$ cat src/hdl/assert_macros.svh
// Assertion macros for the latency histogram unit.
// Included by the histogram top level, which carries the concurrent assertions; no other dependencies.
`ifndef ASSERT_MACROS_SVH
`define ASSERT_MACROS_SVH
`ifndef SYNTHESIS
`define LHP_ASSERT(lbl, clk, rst_n, prop) \
  lbl: assert property (@(posedge clk) disable iff (!rst_n) prop) \
    else $error("histogram assertion failed");
`define LHP_NEVER(lbl, clk, rst_n, cond) \
  lbl: assert property (@(posedge clk) disable iff (!rst_n) !(cond)) \
    else $error("histogram forbidden condition seen");
`else
`define LHP_ASSERT(lbl, clk, rst_n, prop)
`define LHP_NEVER(lbl, clk, rst_n, cond)
`endif
`endif

$ cat src/hdl/lhp_bucket_ram.sv
// Bucket counter memory: one write port, one registered read port, per-entry valid bits.
// Depends on nothing but its parameters; instantiated by the histogram top level.
`timescale 1ns / 1ps

module lhp_bucket_ram #(
  parameter int DEPTH = 64,
  parameter int WIDTH = 32,
  parameter int AW    = 6
) (
  input  logic             clk,
  input  logic             rst_n,
  input  logic             clr,
  input  logic             we,
  input  logic [AW-1:0]    waddr,
  input  logic [WIDTH-1:0] wdata,
  input  logic [AW-1:0]    raddr,
  output logic [WIDTH-1:0] rdata
);

  logic [WIDTH-1:0] mem [DEPTH];
  logic [DEPTH-1:0] vld_r;
  logic [WIDTH-1:0] rd_data_r;
  logic             rd_vld_r;

  always_ff @(posedge clk) begin
    if (we) begin
      mem[waddr] <= wdata;
    end
    rd_data_r <= mem[raddr];
    rd_vld_r  <= vld_r[raddr];
  end

  // Entries that were never written since the last clear read as zero.
  always_ff @(posedge clk) begin
    if (!rst_n) begin
      vld_r <= '0;
    end else if (clr) begin
      vld_r <= '0;
    end else if (we) begin
      vld_r[waddr] <= 1'b1;
    end
  end

  assign rdata = rd_vld_r ? rd_data_r : '0;

endmodule

$ cat config.mk
export PLATFORM = sky130hd
export DESIGN_NAME = lhp_bucket_ram
export DESIGN_NICKNAME = d
export VERILOG_FILES = /design/src/hdl/assert_macros.svh /design/src/hdl/lhp_bucket_ram.sv
export SDC_FILE = /design/constraint.sdc
export NUM_CORES = 2
export LEC_CHECK = 0
export ABC_AREA = 1
export BUFFER_PORTS_ARGS = -buffer_cell sky130_fd_sc_hd__buf_2
export CAP_MARGIN = 30
export CELL_PAD_IN_SITES_DETAIL_PLACEMENT = 1
export CELL_PAD_IN_SITES_GLOBAL_PLACEMENT = 2
export CORE_MARGIN = 2
export CORE_UTILIZATION = 45
export DETAILED_ROUTE_END_ITERATION = 7
export PLACE_DENSITY_LB_ADDON = 0.2
export RECOVER_POWER = 25
export SLEW_MARGIN = 20
export SYNTH_ARGS = -nofsm -noshare
export SYNTH_HDL_FRONTEND = slang
export SYNTH_SLANG_ARGS = --single-unit
export TNS_END_PERCENT = 50
$ cat constraint.sdc
create_clock -name clk -period 7.3 [get_ports clk]
set_clock_uncertainty 0.05 [all_clocks]
set_input_delay 0 -clock clk [delete_from_list [all_inputs] [get_ports clk]]
set_output_delay 0 -clock clk [all_outputs]
set_load 0.02 [all_outputs]
== After elaboration in Yosys (flattened, before gate mapping) ==
Memory sizes are Yosys's and may differ from the RTL's. A register that Yosys moved wholly into a read port is not among the register bits.
Cells that the tools add are included.

* Order comparisons: 3
* Muxes and demuxes: 7
* Bitwise gates (word level): 2
* Reduce and logical (&&, ||, !) cells: 2

{| class="wikitable"
|+ Operator list
! operator !! number
|-
| 64-bit OR || 1
|-
| 32-bit 2-to-1 mux || 1
|-
| 6-bit by 7-bit less-than comparator with 1-bit output, second input constant || 2
|-
| 1-bit binary-select mux with 6-bit select || 1
|-
| 1-bit demux with 6-bit select || 1
|-
| 6-bit by 1-bit >= comparator with 1-bit output, second input constant || 1
|-
| 1-bit 2-to-1 mux || 4
|-
| 2-bit OR reduction || 1
|-
| 1-bit logical AND || 1
|-
| 1-bit inverter || 1
|}

* Flip-flop bits (word level): 65
* RAM bits: 2048
* Output and inout port bits: 32
* Memories: 1

{| class="wikitable"
|+ Memories
! name !! depth !! bits a word !! read ports !! clocked after memory_dff !! write ports !! line !! RTL
|-
| mem || 64 || 32 || 1 || 1 || 1 || lhp_bucket_ram.sv:20 || <nowiki>logic [WIDTH-1:0] mem [DEPTH];</nowiki>
|}

== Logic depth before layout (Yosys ltp) ==
* Word-level depth: 5
* Depth in mapped cells: 13
* Mapped depth without buffers: 9

== Worst setup path before layout ==
Ideal clock, no wire load.

* Path kind: input to register
* From: in we
* To: mem mem[55][0] (enable)
* Library setup time: 0.422 ns
* Data arrival time: 1.911 ns
* Required time: 6.828 ns
* Setup slack: 4.917 ns
* Cell stages on the path: 4
* Buffers on the path: 0
* Path through: clkinv_1 nor3_1 inv_1 nor2_1

* Longest elaborated chain between the ends: 2

{| class="wikitable"
|+ Ends and longest elaborated chain
! element !! line !! RTL
|-
| start, declared || lhp_bucket_ram.sv:13 || <nowiki>input logic we,</nowiki>
|-
| 1-bit 2-to-1 mux || lhp_bucket_ram.sv:26 || <nowiki>if (we) begin</nowiki>
|-
| 1-bit 2-to-1 mux (not written as such) || lhp_bucket_ram.sv:27 || <nowiki>mem[waddr] <= wdata;</nowiki>
|-
| end, declared || lhp_bucket_ram.sv:20 ||
|}

Every way passes these cells.

==> impl_results.html <==
<table>
<tr><th>Metric</th><th>Value</th></tr>
<tr><th colspan="2">Logic synthesis</th></tr>
<tr><td>Syn Area/Cell</td><td>11.9 µm²</td></tr>
<tr><td>Portion of synthesized cell area occupied by the leading cell type</td><td>71.7%</td></tr>
<tr><td>Most numerous cell in the Yosys netlist</td><td>sky130_fd_sc_hd__nand2_1</td></tr>
<tr><td>Biggest area consumer among synthesized cells</td><td>sky130_fd_sc_hd__edfxtp_1</td></tr>
<tr><td>Number of synthesis warnings</td><td>0</td></tr>
<tr><td>Most used standard cells in the synthesized netlist</td><td>sky130_fd_sc_hd__nand2_1 (2361), sky130_fd_sc_hd__edfxtp_1 (2048), sky130_fd_sc_hd__nand3_1 (1959)</td></tr>
<tr><td>Total nets after synthesis</td><td>7266</td></tr>
<tr><td>Cell area after synthesis</td><td>0.0857 mm²</td></tr>
<tr><td>Flop and latch count out of synthesis</td><td>2145</td></tr>
<tr><td>Netlist cell types</td><td>16</td></tr>
<tr><td>Proportion of synthesized flip-flops having asynchronous set or reset</td><td>0%</td></tr>
<tr><td>Number of synthesized flops with an enable pin</td><td>2048</td></tr>
<tr><td>Number of standard cells after synthesis</td><td>7218</td></tr>
<tr><td>Share of synthesized area occupied by flip-flops and latches</td><td>74.0%</td></tr>
<tr><td>Most used flip-flop cell after synthesis</td><td>sky130_fd_sc_hd__edfxtp_1</td></tr>
<tr><td>Synth top area cells</td><td>sky130_fd_sc_hd__edfxtp_1 (72%), sky130_fd_sc_hd__nand3_1 (11%), sky130_fd_sc_hd__nand2_1 (10%)</td></tr>
<tr><th colspan="2">Drt</th></tr>
<tr><td>Length of the first detailed-routing pass in iterations</td><td>5</td></tr>
<tr><td>Count of nets left with antenna violations after detail routing</td><td>0</td></tr>
<tr><td>Number of vias after detailed routing</td><td>57500</td></tr>
<tr><td>Per-cell routed wire length</td><td>27.8 µm</td></tr>
<tr><td>Number of DRC markers after the initial detailed-route iteration</td><td>5184</td></tr>
<tr><td>Via-to-Cell Ratio</td><td>5.78</td></tr>
<tr><td>Total wire length</td><td>277000 µm</td></tr>
<tr><td>Final routed DRC violation total</td><td>0</td></tr>
<tr><th colspan="2">Die</th></tr>
<tr><td>Placeable Area</td><td>0.190 mm²</td></tr>
<tr><td>Starting Density</td><td>45.2%</td></tr>
<tr><td>Total number of placement rows</td><td>160</td></tr>
<tr><td>Chip Width</td><td>440 µm</td></tr>
<tr><td>DIE HEIGHT</td><td>440 µm</td></tr>
<tr><td>Area of the die</td><td>0.194 mm²</td></tr>
<tr><td>I/O pin total</td><td>80</td></tr>
<tr><th colspan="2">STA</th></tr>
<tr><td>Worst slew margin</td><td>-117%</td></tr>
<tr><td>Slew @ Worst Pin</td><td>3.26 ns</td></tr>
<tr><td>Final Slew Violations</td><td>1609</td></tr>
<tr><td>Top achievable clock speed</td><td>334 MHz</td></tr>
<tr><td>Final Hold Fails</td><td>0</td></tr>
<tr><td>Worst hold slack after final layout</td><td>0.138 ns</td></tr>
<tr><td>Unrepaired setup endpoints after global routing</td><td>false</td></tr>
<tr><td>Final setup violation count</td><td>0</td></tr>
<tr><td>Post-route clock period utilization</td><td>41.1%</td></tr>
<tr><td>Aggregate negative setup slack</td><td>0 ns</td></tr>
<tr><td>Worst setup margin</td><td>4.30 ns</td></tr>
<tr><td>Min Tclk post-route</td><td>3.00 ns</td></tr>
<tr><th colspan="2">Power and ir drop</th></tr>
<tr><td>Highest ir drop seen on vdd</td><td>0.000230 V</td></tr>
<tr><td>Total power density per cell area</td><td>275 mW/mm²</td></tr>
<tr><td>P_leak</td><td>34.0 nW</td></tr>
<tr><td>Logic pwr share</td><td>6.1%</td></tr>
<tr><td>Sw Share</td><td>23.0%</td></tr>
<tr><td>Internal power of the cells</td><td>20.3 mW</td></tr>
<tr><td>Clock network fraction of total power</td><td>42.2%</td></tr>
<tr><td>Net switching power figure</td><td>6.07 mW</td></tr>
<tr><td>Register share of total power</td><td>51.7%</td></tr>
<tr><td>Total Power</td><td>26.4 mW</td></tr>
<tr><th colspan="2">Critical path</th></tr>
<tr><td>Worst Setup Start Kind</td><td>primary input</td></tr>
<tr><td>Endpoint of the most critical register-to-register path</td><td>rd_data_r[31]$_DFF_P_</td></tr>
<tr><td>Number of cells traversed by the worst register-to-register path</td><td>9</td></tr>
<tr><td>Endpoint kind of the worst setup timing path</td><td>register</td></tr>
<tr><td>Highest net fanout along the worst path</td><td>209</td></tr>
<tr><td>Required time at the endpoint of the critical path</td><td>8.05 ns</td></tr>
<tr><td>Worst endpoint data arrival time</td><td>3.74 ns</td></tr>
<tr><td>Register-to-register setup slack</td><td>5.12 ns</td></tr>
<tr><td>Reg-to-Reg Start</td><td>mem[41][31]$_DFFE_PP_</td></tr>
<tr><td>Worst setup path category</td><td>primary input to register</td></tr>
<tr><th colspan="2">CTS</th></tr>
<tr><td>Buffer depth of the longest clock path</td><td>3</td></tr>
<tr><td>Clock tree from TritonCTS</td><td>built</td></tr>
<tr><td>Post CTS Setup Buffer Count</td><td>0</td></tr>
<tr><td>Sinks on the clock net</td><td>2145</td></tr>
<tr><td>Number of buffers created by CTS</td><td>220</td></tr>
<tr><td>Post-cts repair resize count</td><td>0</td></tr>
<tr><td>Number of H-tree branching levels</td><td>4</td></tr>
<tr><td>Clock transition time at the flip-flop clock pins of the worst setup and hold paths</td><td>0.06 ns</td></tr>
<tr><td>Buffer cell driving the clock tree root</td><td>sky130_fd_sc_hd__clkbuf_16</td></tr>
<tr><td>Clock Latency Late Sink</td><td>0.87 ns</td></tr>
<tr><th colspan="2">Cells and area</th></tr>
<tr><td>Number of fillers in the final layout</td><td>19500</td></tr>
<tr><td>Layout cells sized above 1</td><td>7.87%</td></tr>
<tr><td>Post-layout nets</td><td>7295</td></tr>
<tr><td>Area growth from synthesis to layout</td><td>12.1%</td></tr>
<tr><th colspan="2">Hold path</th></tr>
<tr><td>End point of the worst hold path</td><td>rd_data_r[15]$_DFF_P_</td></tr>
<tr><td>Hold depth</td><td>8</td></tr>
<tr><td>Launch instance of the worst min-delay path</td><td>raddr[1]</td></tr>
<tr><td>HP Class</td><td>primary input to register</td></tr>
<tr><th colspan="2">Outcome</th></tr>
<tr><td>Run status</td><td>finished with violations</td></tr>
<tr><td>Failing checks</td><td>capacitance limit, slew limit</td></tr>
<tr><th colspan="2">GRT</th></tr>
<tr><td>Maximum number of pins on one net before global-route repair</td><td>210</td></tr>
<tr><td>Vias in the first global route</td><td>58800</td></tr>
<tr><td>Wire length of the first global-routing pass</td><td>401000 µm</td></tr>
<tr><td>Overall global routing resource usage</td><td>28.4%</td></tr>
<tr><td>Remaining global-route overflow</td><td>0</td></tr>
<tr><td>Initial antenna violation count</td><td>7</td></tr>
<tr><th colspan="2">Job</th></tr>
<tr><td>Max Cap Violations</td><td>27</td></tr>
<tr><th colspan="2">Place</th></tr>
<tr><td>Routability Congestion</td><td>0.783</td></tr>
<tr><td>Detailed Place HPWL</td><td>140000 µm</td></tr>
<tr><td># port buffers</td><td>79</td></tr>
<tr><td>Worst-case setup slack after placement</td><td>3.87 ns</td></tr>
</table>
## power groups by stage
stage | Clock (mW) | Combinational (mW) | Sequential, mW
2_1_floorplan | 0 | 0.890 | 13.9
3_3_place_gp | 0 | 1.56 | 13.9
3_5_place_dp | 0 | 1.59 | 13.9
4_1_cts | 11.3 | 1.62 | 13.6
5_1_grt | 11.7 | 1.74 | 13.6
6_report | 11.1 | 1.61 | 13.6
## logic make-up (layout without fill, tap and decap cells)
group / Yosys count / count (layout) / synth area share (%)
other: 0 / 1 / 0
buffers and inverters: 544 / 758 / 3.30
AND/OR/NAND/NOR: 4529 / 4529 / 22.7
flip-flops: 2145 / 2145 / 74.0
## cell type report
cell class	count	area, µm²	area share (%)
Sequential cell	2145	63400	66.0
Clock inverter	102	942	0.981
Tap cell	2511	3140	3.27
Clock buffer	305	6170	6.42
Antenna cell	1	2.50	0.00260
Multi-Input combinational cell	4529	19900	20.7
Timing Repair Buffer	276	2160	2.25
Inverter	75	322	0.335
## critical path: stages
cell and delay (ns):
sky130_fd_sc_hd__buf_8 0.51, sky130_fd_sc_hd__buf_12 0.75, sky130_fd_sc_hd__buf_12 0.56, sky130_fd_sc_hd__nand2_1 0.14, sky130_fd_sc_hd__nand3_1 0.14, sky130_fd_sc_hd__nand3_1 0.09, sky130_fd_sc_hd__nand3_1 0.11, sky130_fd_sc_hd__nand3_1 0.21
sky130_fd_sc_hd__nand2_1 0.13, sky130_fd_sc_hd__nand2_1 0.06, sky130_fd_sc_hd__nand2_1 0.07, sky130_fd_sc_hd__dlygate4sd3_1 0.54
## per-stage QoR
step,cell area (µm²),utilization [%],cells
4_1_cts,96200,50.7,9942
5_1_grt,96100,50.6,9943
2_1_floorplan,85700,-,7218
3_5_place_dp,88600,46.7,9488
3_3_place_gp,88500,46.6,9483
6_report,96100,50.6,9944
## cell usage in the layout, fill, tap and decap left out, drive strengths merged, types with 14 or more instances in the layout
master and count:
clkbuf 336, edfxtp 2048, bufinv 14, nand2 2361, clkinv 85, nor2 195
nor3 14, buf 198, dfxtp 97, dlygate4sd3 47, inv 76, nand3 1959
## worst max-delay path by stage
stage	from	to	slack [ns]
after CTS	waddr[2]	mem[60][8]$_DFFE_PP_	4.41
after detailed placement	raddr[0]	rd_data_r[21]$_DFF_P_	3.87
final	raddr[0]	rd_data_r[31]$_DFF_P_	4.30
after global routing	raddr[0]	rd_data_r[31]$_DFF_P_	4.09
after global placement	raddr[0]	rd_data_r[21]$_DFF_P_	3.89
after floorplan	we	mem[55][0]$_DFFE_PP_	4.92
## repair_timing
| item | in CTS | in global routing |
|---|---|---|
| hold buffers | 47 | 0 |
| setup endpoints to repair | 0 | 0 |
| endpoints found under the hold margin | 2391 | 0 |
## sequential cells by signal, summed over array words and instances (netlist names)
| name | count |
|---|---|
| mem | 2048 |
| rd_data_r | 32 |
| rd_vld_r | 1 |
| vld_r | 64 |
## per-layer routing
layer | global-route usage, % | share of wire (%) | up-vias
met4 | 9.96 | 3.5 | 0
li1 | - | - | 25500
met2 | 47.6 | 49 | 1741
met5 | 0 | 0 | -
met1 | 38.4 | 43 | 29800
met3 | 3.23 | 5.3 | 449
Note: power is estimated with default switching activity, not from simulation.
